==> config.mk <==
export PLATFORM = sky130hd
export DESIGN_NAME = weight_vector_quantize_sparsify_encoder
export DESIGN_NICKNAME = d
export VERILOG_FILES = /design/src/design/wvqse_pkg.sv /design/src/design/wvqse_front.sv /design/src/design/wvqse_fifo.sv /design/src/design/wvqse_back.sv /design/src/design/weight_vector_quantize_sparsify_encoder.sv
export SDC_FILE = /design/constraint.sdc
export NUM_CORES = 1
export LEC_CHECK = 0
export ABC_CLOCK_PERIOD_IN_PS = 5400
export BUFFER_PORTS_ARGS = -buffer_cell sky130_fd_sc_hd__buf_4
export CAP_MARGIN = 20
export CORE_MARGIN = 2
export CORE_UTILIZATION = 50
export CTS_CLUSTER_SIZE = 8
export DETAILED_ROUTE_END_ITERATION = 8
export PLACE_DENSITY = 0.76
export SLEW_MARGIN = 20
export SYNTH_ARGS = -nofsm -noshare
export SYNTH_HDL_FRONTEND = slang
export SYNTH_SLANG_ARGS = --single-unit
==> constraint.sdc <==
create_clock -name clk -period 5.4 [get_ports clk]
set_input_delay 1.08 -clock clk [delete_from_list [all_inputs] [get_ports clk]]
set_output_delay 1.08 -clock clk [all_outputs]
set_load 0.02 [all_outputs]
==> src/design/wvqse_pkg.sv <==
// ----------------------------------------------------------------------------
// wvqse_pkg
// Types and constants shared by the weight encoder modules.
// ----------------------------------------------------------------------------
`timescale 1ns / 1ps
`default_nettype none
package wvqse_pkg;

	typedef enum logic [1:0] {
		MODE_RAW    = 2'd0,
		MODE_QUANT  = 2'd1,
		MODE_SPARSE = 2'd2,
		MODE_SPQ    = 2'd3
	} mode_t;

	// threshold 0.001f and the offset added to the quantized byte
	localparam logic [30:0] KEEP_THRESH = 31'h3A83126F;
	localparam logic [7:0]  QOFFSET     = 8'd128;

	// one classified word handed from front to back
	typedef struct packed {
		logic [31:0] bits;
		logic [15:0] idx;
		logic [7:0]  qbyte;
		logic [1:0]  kind;     // 0 four float bytes, 1 one byte, 2 idx+float, 3 idx+byte
		logic        drop;
	} work_t;

endpackage
`default_nettype wire

==> src/design/wvqse_front.sv <==
// ----------------------------------------------------------------------------
// wvqse_front
// Accepts weights, keeps the position counter, quantizes and classifies.
// Two stages: product register, then saturate/classify register.
// ----------------------------------------------------------------------------
`timescale 1ns / 1ps
`default_nettype none
module wvqse_front import wvqse_pkg::*; #(
	parameter int INDEX_BITS = 16
) (
	input  wire logic        clk,
	input  wire logic        arst_n,
	input  wire logic [1:0]  mode,
	input  wire logic        in_valid,
	output logic             in_ready,
	input  wire logic [31:0] weight_bits,
	input  wire logic        last_weight,
	output logic             wk_valid,
	input  wire logic        wk_ready,
	output work_t            wk
);

	logic [INDEX_BITS-1:0] idx_q;
	logic                  v_s1, v_s2;
	logic [31:0]           bits_s1;
	logic [15:0]           idx_s1;
	logic [1:0]            mode_s1;
	logic                  sign_s1, nan_s1, keep_s1;
	logic [8:0]            pexp_s1;   // biased exponent of product, extended
	logic [24:0]           pman_s1;   // product mantissa normalised to 1.x (bit 23)
	logic                  zero_s1;
	work_t                 wk_s2;
	logic                  adv1, adv2;

	logic [7:0]  e;
	logic [23:0] m;
	logic [31:0] prod;
	logic [24:0] mr;
	logic        rbit, sticky, lsb;
	logic [8:0]  ex;

	assign adv2     = !v_s2 || wk_ready;
	assign adv1     = !v_s1 || adv2;
	assign in_ready = adv1;

	// multiply by 127 with round to nearest even of the significand
	always_comb begin
		e      = weight_bits[30:23];
		m      = {(e != 8'd0), weight_bits[22:0]};
		prod   = {8'd0, m} * 32'd127;  // up to 31 bits
		ex     = {1'b0, e} + ((e == 8'd0) ? 9'd1 : 9'd0);
		mr     = '0;
		rbit   = 1'b0;
		sticky = 1'b0;
		lsb    = 1'b0;
		if (prod[30]) begin
			mr     = {1'b0, prod[30:7]};
			rbit   = prod[6];
			sticky = |prod[5:0];
			ex     = ex + 9'd7;
		end else begin
			mr     = {1'b0, prod[29:6]};
			rbit   = prod[5];
			sticky = |prod[4:0];
			ex     = ex + 9'd6;
		end
		lsb = mr[0];
		if (rbit && (sticky || lsb))
			mr = mr + 25'd1;
	end

	always_ff @(posedge clk or negedge arst_n) begin
		if (!arst_n) begin
			v_s1  <= 1'b0;
			idx_q <= '0;
		end else if (adv1) begin
			v_s1 <= in_valid;
			if (in_valid)
				idx_q <= last_weight ? '0 : idx_q + 1'b1;
		end
	end

	always_ff @(posedge clk) begin
		if (adv1 && in_valid) begin
			bits_s1 <= weight_bits;
			idx_s1  <= 16'(idx_q);
			mode_s1 <= mode;
			sign_s1 <= weight_bits[31];
			nan_s1  <= (e == 8'hFF) && (weight_bits[22:0] != 23'd0);
			zero_s1 <= (weight_bits[30:0] == 31'd0);
			keep_s1 <= (weight_bits[30:0] > KEEP_THRESH) &&
				!((e == 8'hFF) && (weight_bits[22:0] != 23'd0));
			pexp_s1 <= ex;
			pman_s1 <= mr;
		end
	end

	// truncate |p| to integer and saturate
	logic [8:0]  pe;
	logic [23:0] pm;
	logic [7:0]  mag;
	logic [7:0]  q;
	logic        big;
	always_comb begin
		// mantissa carry from rounding bumps exponent
		pm  = pman_s1[24] ? pman_s1[24:1] : pman_s1[23:0];
		pe  = pman_s1[24] ? pexp_s1 + 9'd1 : pexp_s1;
		big = 1'b0;
		mag = 8'd0;
		if (nan_s1 || zero_s1 || pe < 9'd127) begin
			mag = 8'd0;
		end else if (pe >= 9'd134) begin
			big = 1'b1;
		end else begin
			mag = 8'(pm >> (9'd150 - pe));
		end
		if (nan_s1)
			q = 8'd0;
		else if (!sign_s1)
			q = (big || mag >= 8'd127) ? 8'd127 : mag;
		else
			q = (big || mag >= 8'd128) ? 8'h80 : 8'(-mag);
		wk_s2.bits  = bits_s1;
		wk_s2.idx   = idx_s1;
		wk_s2.qbyte = q + QOFFSET;
		wk_s2.kind  = mode_s1;
		wk_s2.drop  = (mode_s1 == MODE_SPARSE || mode_s1 == MODE_SPQ) && !keep_s1;
	end

	always_ff @(posedge clk or negedge arst_n) begin
		if (!arst_n)
			v_s2 <= 1'b0;
		else if (adv2)
			v_s2 <= v_s1 && !wk_s2.drop;
	end

	always_ff @(posedge clk) begin
		if (adv2 && v_s1)
			wk <= wk_s2;
	end

	assign wk_valid = v_s2;

endmodule
`default_nettype wire

==> src/design/wvqse_fifo.sv <==
// ----------------------------------------------------------------------------
// wvqse_fifo
// Short queue of classified words between front and back.
// ----------------------------------------------------------------------------
`timescale 1ns / 1ps
`default_nettype none
module wvqse_fifo import wvqse_pkg::*; #(
	parameter int DEPTH = 4
) (
	input  wire logic  clk,
	input  wire logic  arst_n,
	input  wire logic  in_valid,
	output logic       in_ready,
	input  work_t      din,
	output logic       out_valid,
	input  wire logic  out_ready,
	output work_t      dout
);

	localparam int AW = (DEPTH > 1) ? $clog2(DEPTH) : 1;

	work_t           mem_q [DEPTH];
	logic [AW-1:0]   wp_q, rp_q;
	logic [AW:0]     cnt_q;
	logic            push, pop;

	assign in_ready  = cnt_q != (AW+1)'(DEPTH);
	assign out_valid = cnt_q != '0;
	assign push      = in_valid && in_ready;
	assign pop       = out_valid && out_ready;
	assign dout      = mem_q[rp_q];

	always_ff @(posedge clk or negedge arst_n) begin
		if (!arst_n) begin
			wp_q  <= '0;
			rp_q  <= '0;
			cnt_q <= '0;
		end else begin
			if (push)
				wp_q <= (wp_q == AW'(DEPTH-1)) ? '0 : wp_q + 1'b1;
			if (pop)
				rp_q <= (rp_q == AW'(DEPTH-1)) ? '0 : rp_q + 1'b1;
			cnt_q <= cnt_q + (AW+1)'(push) - (AW+1)'(pop);
		end
	end

	always_ff @(posedge clk) begin
		if (push)
			mem_q[wp_q] <= din;
	end

endmodule
`default_nettype wire

==> src/design/wvqse_back.sv <==
// ----------------------------------------------------------------------------
// wvqse_back
// Serialises one classified word into its bytes, one per cycle unless stalled.
// ----------------------------------------------------------------------------
`timescale 1ns / 1ps
`default_nettype none
module wvqse_back import wvqse_pkg::*; (
	input  wire logic       clk,
	input  wire logic       arst_n,
	input  wire logic       wk_valid,
	output logic            wk_ready,
	input  work_t           wk,
	output logic            out_valid,
	input  wire logic       out_ready,
	output logic [7:0]      out_byte,
	output logic            last_of_item
);

	logic [2:0] pos_q;
	logic [2:0] nbytes;
	logic [7:0] b;
	logic       fire, lastb;

	always_comb begin
		case (wk.kind)
			MODE_QUANT:  nbytes = 3'd1;
			MODE_SPARSE: nbytes = 3'd6;
			MODE_SPQ:    nbytes = 3'd3;
			default:     nbytes = 3'd4;
		endcase
		b = 8'd0;
		case (wk.kind)
			MODE_QUANT: b = wk.qbyte;
			MODE_SPARSE: begin
				case (pos_q)
					3'd0:    b = wk.idx[7:0];
					3'd1:    b = wk.idx[15:8];
					3'd2:    b = wk.bits[7:0];
					3'd3:    b = wk.bits[15:8];
					3'd4:    b = wk.bits[23:16];
					default: b = wk.bits[31:24];
				endcase
			end
			MODE_SPQ: begin
				case (pos_q)
					3'd0:    b = wk.idx[7:0];
					3'd1:    b = wk.idx[15:8];
					default: b = wk.qbyte;
				endcase
			end
			default: begin
				case (pos_q)
					3'd0:    b = wk.bits[7:0];
					3'd1:    b = wk.bits[15:8];
					3'd2:    b = wk.bits[23:16];
					default: b = wk.bits[31:24];
				endcase
			end
		endcase
		lastb = (pos_q == nbytes - 3'd1);
	end

	assign fire     = wk_valid && (!out_valid || out_ready);
	assign wk_ready = fire && lastb;

	always_ff @(posedge clk or negedge arst_n) begin
		if (!arst_n) begin
			pos_q     <= '0;
			out_valid <= 1'b0;
		end else begin
			if (!out_valid || out_ready)
				out_valid <= wk_valid;
			if (fire)
				pos_q <= lastb ? '0 : pos_q + 3'd1;
		end
	end

	always_ff @(posedge clk) begin
		if (fire) begin
			out_byte     <= b;
			last_of_item <= lastb;
		end
	end

endmodule
`default_nettype wire

==> src/design/weight_vector_quantize_sparsify_encoder.sv <==
// Weight vector quantize / sparsify encoder.
// Input channel: in_valid/in_ready with weight_bits (IEEE single) and
// last_weight. Output channel: out_valid/out_ready with out_byte and
// last_of_item, one stream byte per word. Config channel: cfg_valid/cfg_ready
// writes the 2-bit compression mode; write it only while idle.
// Bytes per weight: raw 4, quantize 1, sparse 6 or 0, combined 3 or 0.
// The first byte of a weight passes two front stages, the queue and the
// byte register before it is presented on out_byte.
// Throughput is set by the byte serialiser: one byte a cycle while
// out_ready is high, so a weight is done once its bytes (six at most) are
// out; the front takes a weight a cycle while the queue has room.
// Reset clears the position counter, the mode, the queue and all valids.
// A stalled receiver holds the current byte; the queue then fills and
// in_ready falls. Dropped weights still advance the position counter.
// ----------------------------------------------------------------------------
// weight_vector_quantize_sparsify_encoder
// Top level: mode register, front, queue and byte serialiser.
// ----------------------------------------------------------------------------
`timescale 1ns / 1ps
`default_nettype none
module weight_vector_quantize_sparsify_encoder import wvqse_pkg::*; #(
	parameter int INDEX_BITS = 16
) (
	input  wire logic        clk,
	input  wire logic        arst_n,
	input  wire logic        cfg_valid,
	output logic             cfg_ready,
	input  wire logic [1:0]  compression_mode,
	input  wire logic        in_valid,
	output logic             in_ready,
	input  wire logic [31:0] weight_bits,
	input  wire logic        last_weight,
	output logic             out_valid,
	input  wire logic        out_ready,
	output logic [7:0]       out_byte,
	output logic             last_of_item
);

	logic [1:0] mode_q;
	logic       f_valid, f_ready, b_valid, b_ready;
	work_t      f_wk, b_wk;

	assign cfg_ready = 1'b1;

	always_ff @(posedge clk or negedge arst_n) begin
		if (!arst_n)
			mode_q <= MODE_RAW;
		else if (cfg_valid)
			mode_q <= compression_mode;
	end

	wvqse_front #(.INDEX_BITS(INDEX_BITS)) u_front (
		.clk, .arst_n, .mode(mode_q),
		.in_valid, .in_ready, .weight_bits, .last_weight,
		.wk_valid(f_valid), .wk_ready(f_ready), .wk(f_wk)
	);

	wvqse_fifo #(.DEPTH(4)) u_fifo (
		.clk, .arst_n,
		.in_valid(f_valid), .in_ready(f_ready), .din(f_wk),
		.out_valid(b_valid), .out_ready(b_ready), .dout(b_wk)
	);

	wvqse_back u_back (
		.clk, .arst_n,
		.wk_valid(b_valid), .wk_ready(b_ready), .wk(b_wk),
		.out_valid, .out_ready, .out_byte, .last_of_item
	);

endmodule
`default_nettype wire

==> results.txt, run 1 <==
The flow ran to the end, but the final reports show violations. The checks that failed: negative setup slack. The most instantiated flip-flop cell in the synthesis netlist is edfxtp_1. The wire length after detailed routing came out at between 50 and 60 mm.

The initial core utilization came out at 50.5%. The clock passes through at most 3 buffers. The number of pins exceeding their max-slew limit in the final report is 0. The clock tree synthesis step divided the H-tree into 2 levels. The number of max-cap violations is 0. The die is around 220 µm tall. The worst setup path is captured at a flop. The remaining max-slew budget at the tightest pin is slightly below 30%. The share of the Yosys chip area taken by registers is 52.8%.

The total of hold buffers inserted after clock tree synthesis is 0. The I/O pin total is 52. The die footprint is 0.0486 mm².

Global routing used around a quarter of the available tracks across all layers. Counting both buffers and inverters, the worst setup path holds a total of 5. Setup repair after global routing could not meet its margin everywhere. The number of nets at the end of the flow is between 2000 and 2500.

In this run, CTS created clock tree buffers numbering 58. The count of final hold-check violations came out at 0. The top cell type by total area after synthesis is edfxtp_1.

The number of design rule violations left after detail routing is 0. The die outline width came out at 220 µm. The number of antenna violations at the first check in global routing is 1.

The share of Yosys cell area claimed by the top area cell type came out at 49.5%. The CTS tree is done. Adding up every negative setup slack in the final design gives -11.83 ns. The total via count after detailed routing is 16000. By count the netlist is led by edfxtp_1, inv_1, ha_1, nor2_1, fa_1.

STA puts the critical path data required time at 5.74 ns. The number of standard cells in the layout, taps in and fillers out is 2773. Across the routed clock network, the largest skew measured is 0.0256 ns. The final period demand of the worst path came out at 6.04 ns. In the final layout, the share of cells above drive strength 1 is 32.7%. Counting tap cells, the placed design contains a total of 2624 instances. Ranked by total cell area, the synthesized netlist is headed by edfxtp_1, fa_1, mux4_2. In this run, synthesis inferred 386 flip-flops with an integrated enable. The number of cells produced by synthesis came out at 1765. The type of the tightest min-delay check is reg -> reg. The number of diodes is 0. The most used standard cell by instance count after synthesis is edfxtp_1. The timing-limited maximum frequency is 165 MHz.

On the critical path, the stage with the largest delay is an instance of fa_1. The flip-flop and latch count after synthesis came out at 417. The weighted congestion reported at the end of routability-driven placement came out at 0.904. The number of library cell types mapped by synthesis is 96.

Setup violations remaining at the end of the flow were counted as 31. The count of fill cells added during filler insertion came out at roughly 3200. The maximum fanout along the worst path is 4.

The tree is rooted in a clkbuf_16. The routed length per instance is 20.4 µm. Buffers placed on the I/O ports in this run total 50.

Summing every instance area after synthesis gives about 0.023 mm². The total core area is 0.0464 mm². Clock tree synthesis found a total of 417 sinks.

For this block, the initial DRC count from the detailed router was 1424. The number of warning messages in the yosys log came out at 0. At the later pin of the worst-skew pair, clock insertion delay measures about 0.6 ns. The largest delay contributor family on the critical path is adder cells. The share of async-settable or async-resettable flops after synthesis is 7.43%. The relative area change from synthesis to final layout is 26.1%. Once layout is complete, the utilization of the core stands at 63.7%. The final cycle utilization of the critical path is 112%. The worst setup path is launched from an input pin. The routed via count divided by cell count came out at 5.78. The number of search-and-repair iterations in the first detailed-routing pass is 6.

At the pin with the least slew margin, the transition time is 1.06 ns. Clock-pin slew was measured on the worst setup and hold paths at 0.05 ns. The number of nets produced by synthesis came out at 2000. The first-pass GRT wire length is around 90 mm. The number of global-route vias before repair came out at ~17000.

The maximum number of pins on one net before global-route repair came out at 75. The HPWL reported at the end of detailed placement came out at roughly 38 mm. The total congestion overflow is 0. The number of routed nets with antenna violations came out at 0. Traced cell by cell, the critical path runs through buf_8, clkinvlp_4, fa_1, inv_2, fa_1, ha_4, xor2_2, fa_1, inv_2, ha_4, inv_2, or4_4, a32oi_4, nand3_4, or4_4, or3_4, nor3_4, nand4b_4, o211a_1, or3_1. On the worst path, the slowest cell contributes a delay of 0.59 ns. The pre-CTS setup slack came out at -1.43 ns. The data arrival time of the worst path came out at roughly 6.4 ns. The minimum setup slack in the final design came out at -0.643 ns. The total number of placement rows is 79.

Averaged over all synthesized cells, the footprint is 13.3 µm². The critical path is of the in -> reg type.
final timing paths:
path,slack (ns),start,to,cells after the start
worst min-delay path,0.41,u_front.bits_s1[24],u_front.wk[51],0
worst min register to register,0.41,u_front.bits_s1[24],u_front.wk[51],0
max in group asynchronous,4.65,arst_n,u_fifo.rp_q[0],1
worst max register to register,1.00,u_front.pman_s1[24],u_front.wk[9],11
min in group asynchronous,0.42,arst_n,u_back.pos_q[0],1
worst max-delay path,-0.64,weight_bits[5],u_front.pman_s1[16],20
routing by layer:
layer  routed length, µm  global-route usage (%)  part of all wire (%)  vias to the layer above
li1                    -                       -                     -                     7310
met1               22800                    31.0                    40                     8059
met2               28900                    41.5                    51                      545
met3                3280                    3.56                   5.8                      121
met4                1630                    7.65                   2.9                        0
met5                   0                       0                     0                        -
stage by stage:
stage / area, µm² / hold WS (ns)
after detailed placement: 26500 / 0.405
after global placement: 26500 / 0.403
final: 29500 / 0.409
after global routing: 29500 / 0.418
after floorplan: 23700 / 0.400
after CTS: 29000 / 0.407
placed cells by master (no fill, tap or decap), drive strengths merged, types with 6 or more instances in the layout:
cell type    n
a2111oi     11
a211oi      14
a21boi       7
a21o        14
a21oi       73
a22o         8
a22oi       32
a31oi       21
and2        19
and3        18
buf        372
clkbuf      86
dfrtp       31
edfxtp     386
fa          86
ha         109
inv        156
mux2        22
mux2i       39
mux4        61
nand2       67
nand2b      20
nand3       37
nand4       24
nor2       110
nor2b       18
nor3        30
nor4         7
o211ai      11
o21a         8
o21ai       61
o21bai       7
o31ai        9
or2          7
or3         13
or4          6
xnor2       46
xor2        39
repair_timing:
action	CTS	global route
cloned	0	2
pin swaps	39	50
endpoints found under the setup margin	34	34
gates resized for setup	117	89
buffers inserted	48	20
sequential cells by signal, summed over array words and instances (netlist names):
name / count
u_front.wk_valid: 1
u_front.zero_s1: 1
u_back.pos_q: 3
u_front.idx_q: 16
u_fifo.rp_q: 2
u_fifo.wp_q: 2
u_back.out_valid: 1
u_fifo.cnt_q: 3
u_front.bits_s1: 31
u_front.nan_s1: 1
u_front.pman_s1: 25
u_back.out_byte: 8
u_fifo.mem_q: 232
u_front.wk: 58
u_front.keep_s1: 1
u_front.v_s1: 1
u_front.pexp_s1: 9
u_back.last_of_item: 1
mode_q: 2
u_front.idx_s1: 16
u_front.mode_s1: 2
u_front.sign_s1: 1
final cells by class:
cell class              instances  area (µm²)  share of cell area, %
clock buffers                  85        1550                   5.26
well taps                     607         759                   2.57
multi-input cells            1125       11100                   37.7
flip-flops and latches        417       12400                   41.9
inverters                     161         621                   2.10
repair buffers                373        3020                   10.2
clock inverters                 5        88.8                  0.301
worst register-to-register path, stage by stage, from the launching register on:
cell and delay, ns:
edfxtp_1 0.69, nand2_1 0.37, or4b_1 0.60, and2_1 0.22, xnor2_1 0.61, nand3_1 0.28
o221a_2 0.33, o21bai_2 0.22, nand3_1 0.17, nor2_1 0.15, xnor2_1 0.08, a2111oi_0 0.43
kinds of logic after synthesis:
group / synth area share (%)
AOI/OAI and AO/OA: 9.36
adders and majority gates: 13.2
and+or+nand+nor: 8.99
xor gates and xnor gates: 3.26
muxes: 8.59
buffers and inverters: 3.81
other: 0.0160
DFF: 52.8
Power of run 1 is left out: the tool's default activity adds up to more than one toggle a clock period on the data nets, which glitch-free logic cannot reach.
==> run 2, diff against run 1 <==
- SYNTH_HIERARCHICAL: default -> 1
==> results.txt, run 2 <==
The run finished, with violations left. Global routing consumed, over all layers together, 23.3% of the routing resources. Headroom to the max-slew limit came out at between 20% and 30%.

The die footprint is 0.0491 mm². Clock tree synthesis selected as its root buffer the cell clkbuf_16. The most flop-heavy register is u_fifo/mem_q. The largest registers in the layout are u_fifo/mem_q (232), u_front/wk (58), u_front/bits_s1 (32). Setup repair after global routing could not meet its margin everywhere. The first-pass GRT wire length is 90.1 mm. The number of placed cells counting well taps came out at 2610.

Buffers inserted during clock tree synthesis total 58. The total via count after detailed routing came out at 16000. The clock latency on the worst-skew pair is approximately 0.58 ns. The data arrival time of the worst path came out at 6.28 ns. The total congestion overflow is 0.

The weighted congestion reported at the end of routability-driven placement came out at between 0.9 and 1. The number of warning messages in the yosys log came out at 6. The endpoint class of the critical path is a flop. The number of nets produced by synthesis came out at roughly 2000.

The min-delay analysis places its worst path in the category reg -> reg. Summed over all layers, the routed wires come to 57.1 mm. The average cell area after synthesis came out at 13.3 µm².

By instance count, the cell type seen most on the critical path is fa_1. The first TritonRoute pass finished after 9 iterations. Hold timing on the final database bottoms out at a slack of between 0.4 and 0.5 ns. The die outline width came out at 221 µm. Setup total negative slack on the finished layout was measured at -10.43 ns. The final period demand of the worst path is 5.96 ns. The setup skew after layout is 0.0189 ns.

The library cell used most frequently in the layout, excluding fill and tap cells, is edfxtp_1. The count of buffers from port buffering came out at 50. The initial core utilization is 50.7%. The post-synthesis instance area is 0.0237 mm². The data required time of the critical path is between 5 and 6 ns. The routed via count divided by cell count is 5.80. STA classifies the critical path startpoint as an input pin. After detailed routing, the average wire length per cell comes to 20.8 µm.

The number of max-cap violations is 0. The checks that failed: design-rule violations, negative setup slack. For this run, the post-layout net count is 2337. The count of final hold-check violations came out at 0. The largest stage delay on the critical path is 0.53 ns.

The number of DRC markers in iteration 0 is 1551. Walking the worst path, the cells encountered are buf_8, clkinvlp_4, fa_1, buf_4, fa_1, fa_1, fa_1, inv_2, ha_4, a21o_1, a21bo_4, nor4b_4, a21oi_4, a31o_4, mux2i_4, o2111ai_2, or3b_4, nor4_4, xnor2_1, mux2i_1. The top cell types in the final layout, fill and taps aside, are edfxtp_1, buf_4, inv_1.

The number of clock sinks seen by CTS is about 420. The number of cells produced by synthesis is around 1800. 52 I/O pins were placed. The maximum fanout along the worst path came out at 5. The final cycle utilization of the critical path came out at 110%.

Entering global routing, the biggest net connects ~80 pins. The CTS tree is done. The HPWL reported at the end of detailed placement came out at 39.4 mm. The number of global-route vias before repair was 16200.

The minimum setup slack in the final design is -0.562 ns. The number of routed nets with antenna violations is 0. Setup violations remaining at the end of the flow were counted as 30. The number of pins exceeding their max-slew limit in the final report came out at 0. After clock tree synthesis, the clock-pin slew on the worst setup and hold paths is 0.05 ns.

Before CTS, the worst setup slack after placement is -1.42 ns. The total number of H-tree levels came out at 2. The actual transition at the worst max-transition pin is around 1.1 ns.

The total core area came out at ~0.047 mm². The relative area change from synthesis to final layout came out at 24.2%. The number of design rule violations left after detail routing came out at 3. The deepest clock path buffer count is 3. The total number of placement rows came out at 79. Cells with a size suffix above 1 make up between 30 and 40% of the layout. The number of antenna violations at the first check in global routing is 2. The number of standard cells in the layout, taps in and fillers out is 2751.

The die boundary height is 221 µm. The flip-flop count of the largest register after layout is 232. The standard cell with the maximum stage delay on the critical path is fa_1.

The setup path with the least slack is of type in -> reg. Static timing analysis puts the maximum clock frequency at 168 MHz.
==> run 2: metrics by stage <==
stage,instance area [µm²],util [%]
after floorplan,23900,-
after global placement,26600,56.9
after detailed placement,26600,56.9
after CTS,28900,61.9
after global routing,29400,63.0
final,29400,63.0
==> run 2: what timing repair did <==
| item | CTS | global route |
|---|---|---|
| cloned | 0 | 1 |
| hold buffers | 0 | 0 |
| setup buffers | 24 | 15 |
| setup endpoints to repair | 32 | 34 |
| pin swaps | 50 | 53 |
| hold endpoints to repair | 0 | 0 |
| gates resized for setup | 89 | 91 |
==> run 2: final cells by class <==
class	instances	area, µm²
clock inverters	4	68.8
flip-flops and latches	417	12400
inverters	175	669
diodes	2	5.00
clock buffers	99	1630
fillers	3333	17300
multi-input cells	1113	11200
well taps	607	759
repair buffers	334	2710
==> run 2: path summary, 6_finish.rpt <==
check                           cells after the start  slack [ns]                  end               start
worst max register to register                     14        0.74        u_front/wk[9]  u_front/pexp_s1[0]
worst min-delay path                                0        0.40       u_front/wk[30]  u_front/bits_s1[3]
worst max-delay path                               20       -0.56  u_front/pman_s1[22]      weight_bits[6]
worst min register to register                      0        0.40       u_front/wk[30]  u_front/bits_s1[3]
max in group asynchronous                           1        4.61       u_fifo/rp_q[0]              arst_n
min in group asynchronous                           1        0.45       u_fifo/wp_q[0]              arst_n
==> run 2: worst max-delay path, delay by kind of cell <==
kind	cells	cell delay, ns
mux	2	0.33
xor+xnor	1	0.15
compound gates	5	1.00
fa+ha+maj	5	2.25
buf+inv	4	0.39
simple gates	3	1.08
==> run 2: layer usage <==
layer  global-route usage (%)  wire (µm)  part of all wire (%)
met3                     3.09       3280                   5.7
met4                     8.20       1810                   3.2
met2                     39.0      28100                    49
met5                        0          0                     0
met1                     31.7      23900                    42
Power of run 2 is left out for the same reason.
==> run 3, diff against run 2 <==
- ABC_AREA: default -> 1
- ABC_CLOCK_PERIOD_IN_PS: 5400 -> 5750
- clock period: 5.4 -> 5.75 ns (I/O delays scaled with it)
==> results.txt, run 3 <==
The largest registers in the layout are u_fifo/mem_q (232), u_front/wk (58), u_front/bits_s1 (32). The setup skew after layout came out at 0.0546 ns. The number of max-cap violations came out at 0.

The reg-to-reg endpoint is u_front/wk[3]. The flip-flop count of the largest register after layout came out at 232. The number of cells produced by synthesis came out at approximately 2500. The total CTS buffers came out at 58. In this run the tightest slew margin relative to its limit is 28.9%. Along the worst path, the maximum fanout reaches 6.

Among cell families on the critical path, the largest total delay comes from adder cells. The count of buffers from port buffering came out at 50. Once routing completed, OpenROAD measured the worst setup slack at -0.241 ns. Based on the critical path, the design can be clocked at up to 167 MHz. STA classifies the critical path endpoint as a flop.

The number of antenna violations at the first check in global routing is 0. The number of global-route vias before repair is 18600. The clock latency on the worst-skew pair came out at just over 0.6 ns. The number of diodes came out at 0. The buffers plus inverters on the worst setup path is 10.

The die footprint is 0.0511 mm². The final layout contains 3037 nets. STA classifies the critical path startpoint as an input pin.

The standard cell with the maximum stage delay on the critical path is fa_1. For flop-to-flop paths, the worst setup slack is 1.09 ns. The run finished, with violations left. The count of fill cells added during filler insertion came out at 3903. Setup repair after global routing could not meet its margin everywhere.

The largest stage delay on the critical path is 0.56 ns. In the layout the commonest cells are nand2_1, inv_1, edfxtp_1. The core region is 0.0488 mm². TritonCTS built the clock tree. Setup violations remaining at the end of the flow were counted as 19. The startpoint identified for the worst hold timing path is u_front/bits_s1[28].

The most numerous cell type found on the critical path is nand2_2. The detail route stage leaves a number of antenna-violating nets equal to 0. The number of nets handed over by synthesis was between 2000 and 3000. The HPWL reported at the end of detailed placement is 42.0 mm. The first global-routing pass estimated 94.5 mm of wire.

The die outline width came out at around 230 µm. The worst hold path belongs to the class reg -> reg. The routed length per instance is approximately 17 µm. The initial core utilization is roughly half. The total number of placement rows is 81.

The clock transition at the registers of the reported paths is 0.07 ns. The number of warning messages in the yosys log is 6. The relative area change from synthesis to final layout is 18.7%.

The actual transition at the worst max-transition pin is between 1 and 1.5 ns. Routability-driven placement finished with a final weighted congestion of around 0.94. For this run, design rule violations remaining after detail routing come to 0. The routed design has roughly 60 mm of wire. The data arrival time of the worst path is 6.31 ns. The final reports fail on negative setup slack. The number of clock sinks seen by CTS is 417. The number of pins exceeding their max-slew limit in the final report was 0. The final core utilization is approximately 60%. Measured in cells, the most critical reg-to-reg path has a length of 21. The number of search-and-repair iterations in the first detailed-routing pass came out at 9.

Of the cells placed in the final design, the portion with a size suffix greater than 1 is 16.8%. The total via count after detailed routing came out at 18500. The I/O pin total is 52. The total routing resource utilization after global routing came out at 23.5%. After layout, the worst path uses 104% of the clock period. The data required time of the critical path came out at a little over 6 ns. u_fifo/mem_q holds more flip-flops than any other register. The count of final hold-check violations was 0. The maximum number of pins on one net before global-route repair came out at between 80 and 90. The number of DRC markers in iteration 0 is 1391.

The path with the worst hold slack has its endpoint at u_front/wk[55]. The die boundary height came out at 226 µm. The post-synthesis instance area came out at 0.0246 mm².

Using the TritonRoute via totals, the vias-per-cell ratio works out to between 5 and 6. The number of stages on the worst hold path came out at 0. The type of the setup path with the least slack is in -> reg. The total congestion overflow came out at 0. The average cell area after synthesis is 9.71 µm². The final period demand of the worst path came out at approximately 6 ns. The total number of H-tree levels is 2.

The deepest clock path buffer count is 3. CTS placed an instance of clkbuf_16 at the clock tree root. The worst reg2reg path startpoint is u_front/pman_s1[24].

The library cell used most frequently in the layout, excluding fill and tap cells, is nand2_1.
[run 3: cell count changes in the layout (fill, tap and decap cells not counted), sizes merged, moves of 15 or more]
| cell | change |
|---|---|
| a22oi | -16 |
| and3 | -26 |
| buf | -52 |
| inv | +270 |
| mux2 | -15 |
| mux2i | -43 |
| mux4 | -66 |
| nand2 | +519 |
| nand3 | +185 |
| nor2 | +41 |
| o211ai | +112 |
| o21ai | +34 |
| xnor2 | -18 |
[run 3: final cells by class]
cell class | count | area (µm²) | share of cell area [%]
sequential | 417 | 12400 | 42.3
multi-input combinational | 1597 | 10500 | 36.0
timing repair buffer | 281 | 2150 | 7.34
inverter | 443 | 1700 | 5.80
clock buffer | 91 | 1580 | 5.38
tap | 664 | 831 | 2.84
clock inverter | 4 | 98.8 | 0.338
timing repair inverter | 1 | 8.76 | 0.0299
[run 3: timing repair]
item | 4_1_cts | 5_1_grt
setup buffers | 2 | 12
cloned | 0 | 2
pin swaps | 1 | 11
resized for setup | 7 | 67
endpoints found under the setup margin | 16 | 25
hold buffers | 0 | 0
[run 3: worst max path at each step]
| stage | startpoint | endpoint | slack [ns] | cells past startpoint |
|---|---|---|---|---|
| 2_1_floorplan | weight_bits[30] | u_front/pman_s1[17] | -0.43 | 32 |
| 3_3_place_gp | weight_bits[30] | u_front/pman_s1[22] | -0.72 | 33 |
| 3_5_place_dp | weight_bits[30] | u_front/pman_s1[22] | -0.82 | 34 |
| 4_1_cts | weight_bits[30] | u_front/pman_s1[17] | -0.15 | 33 |
| 5_1_grt | weight_bits[30] | u_front/pman_s1[12] | -0.47 | 33 |
| 6_report | weight_bits[30] | u_front/pman_s1[12] | -0.24 | 33 |
[run 3: stage by stage]
step | setup TNS (ns) | instances | area [µm²] | hold slack [ns] | worst slack [ns]
after floorplan | -5.40 | 2538 | 24800 | 0.400 | -0.434
after global placement | -14.48 | 3389 | 27200 | 0.401 | -0.723
after detailed placement | -16.34 | 3389 | 27200 | 0.405 | -0.816
after CTS | -1.38 | 3486 | 28900 | 0.389 | -0.152
after global routing | -7.30 | 3498 | 29300 | 0.397 | -0.468
final | -2.57 | 3498 | 29300 | 0.386 | -0.241
[run 3: per-layer routing]
metal,track usage [%],part of all wire [%],vias to the layer above
met4,7.45,2.3,0
met5,0,0,-
met1,30.2,42,8878
met2,41.5,50,583
met3,2.93,5.4,102
li1,-,-,8892
Power of run 3 is left out for the same reason.
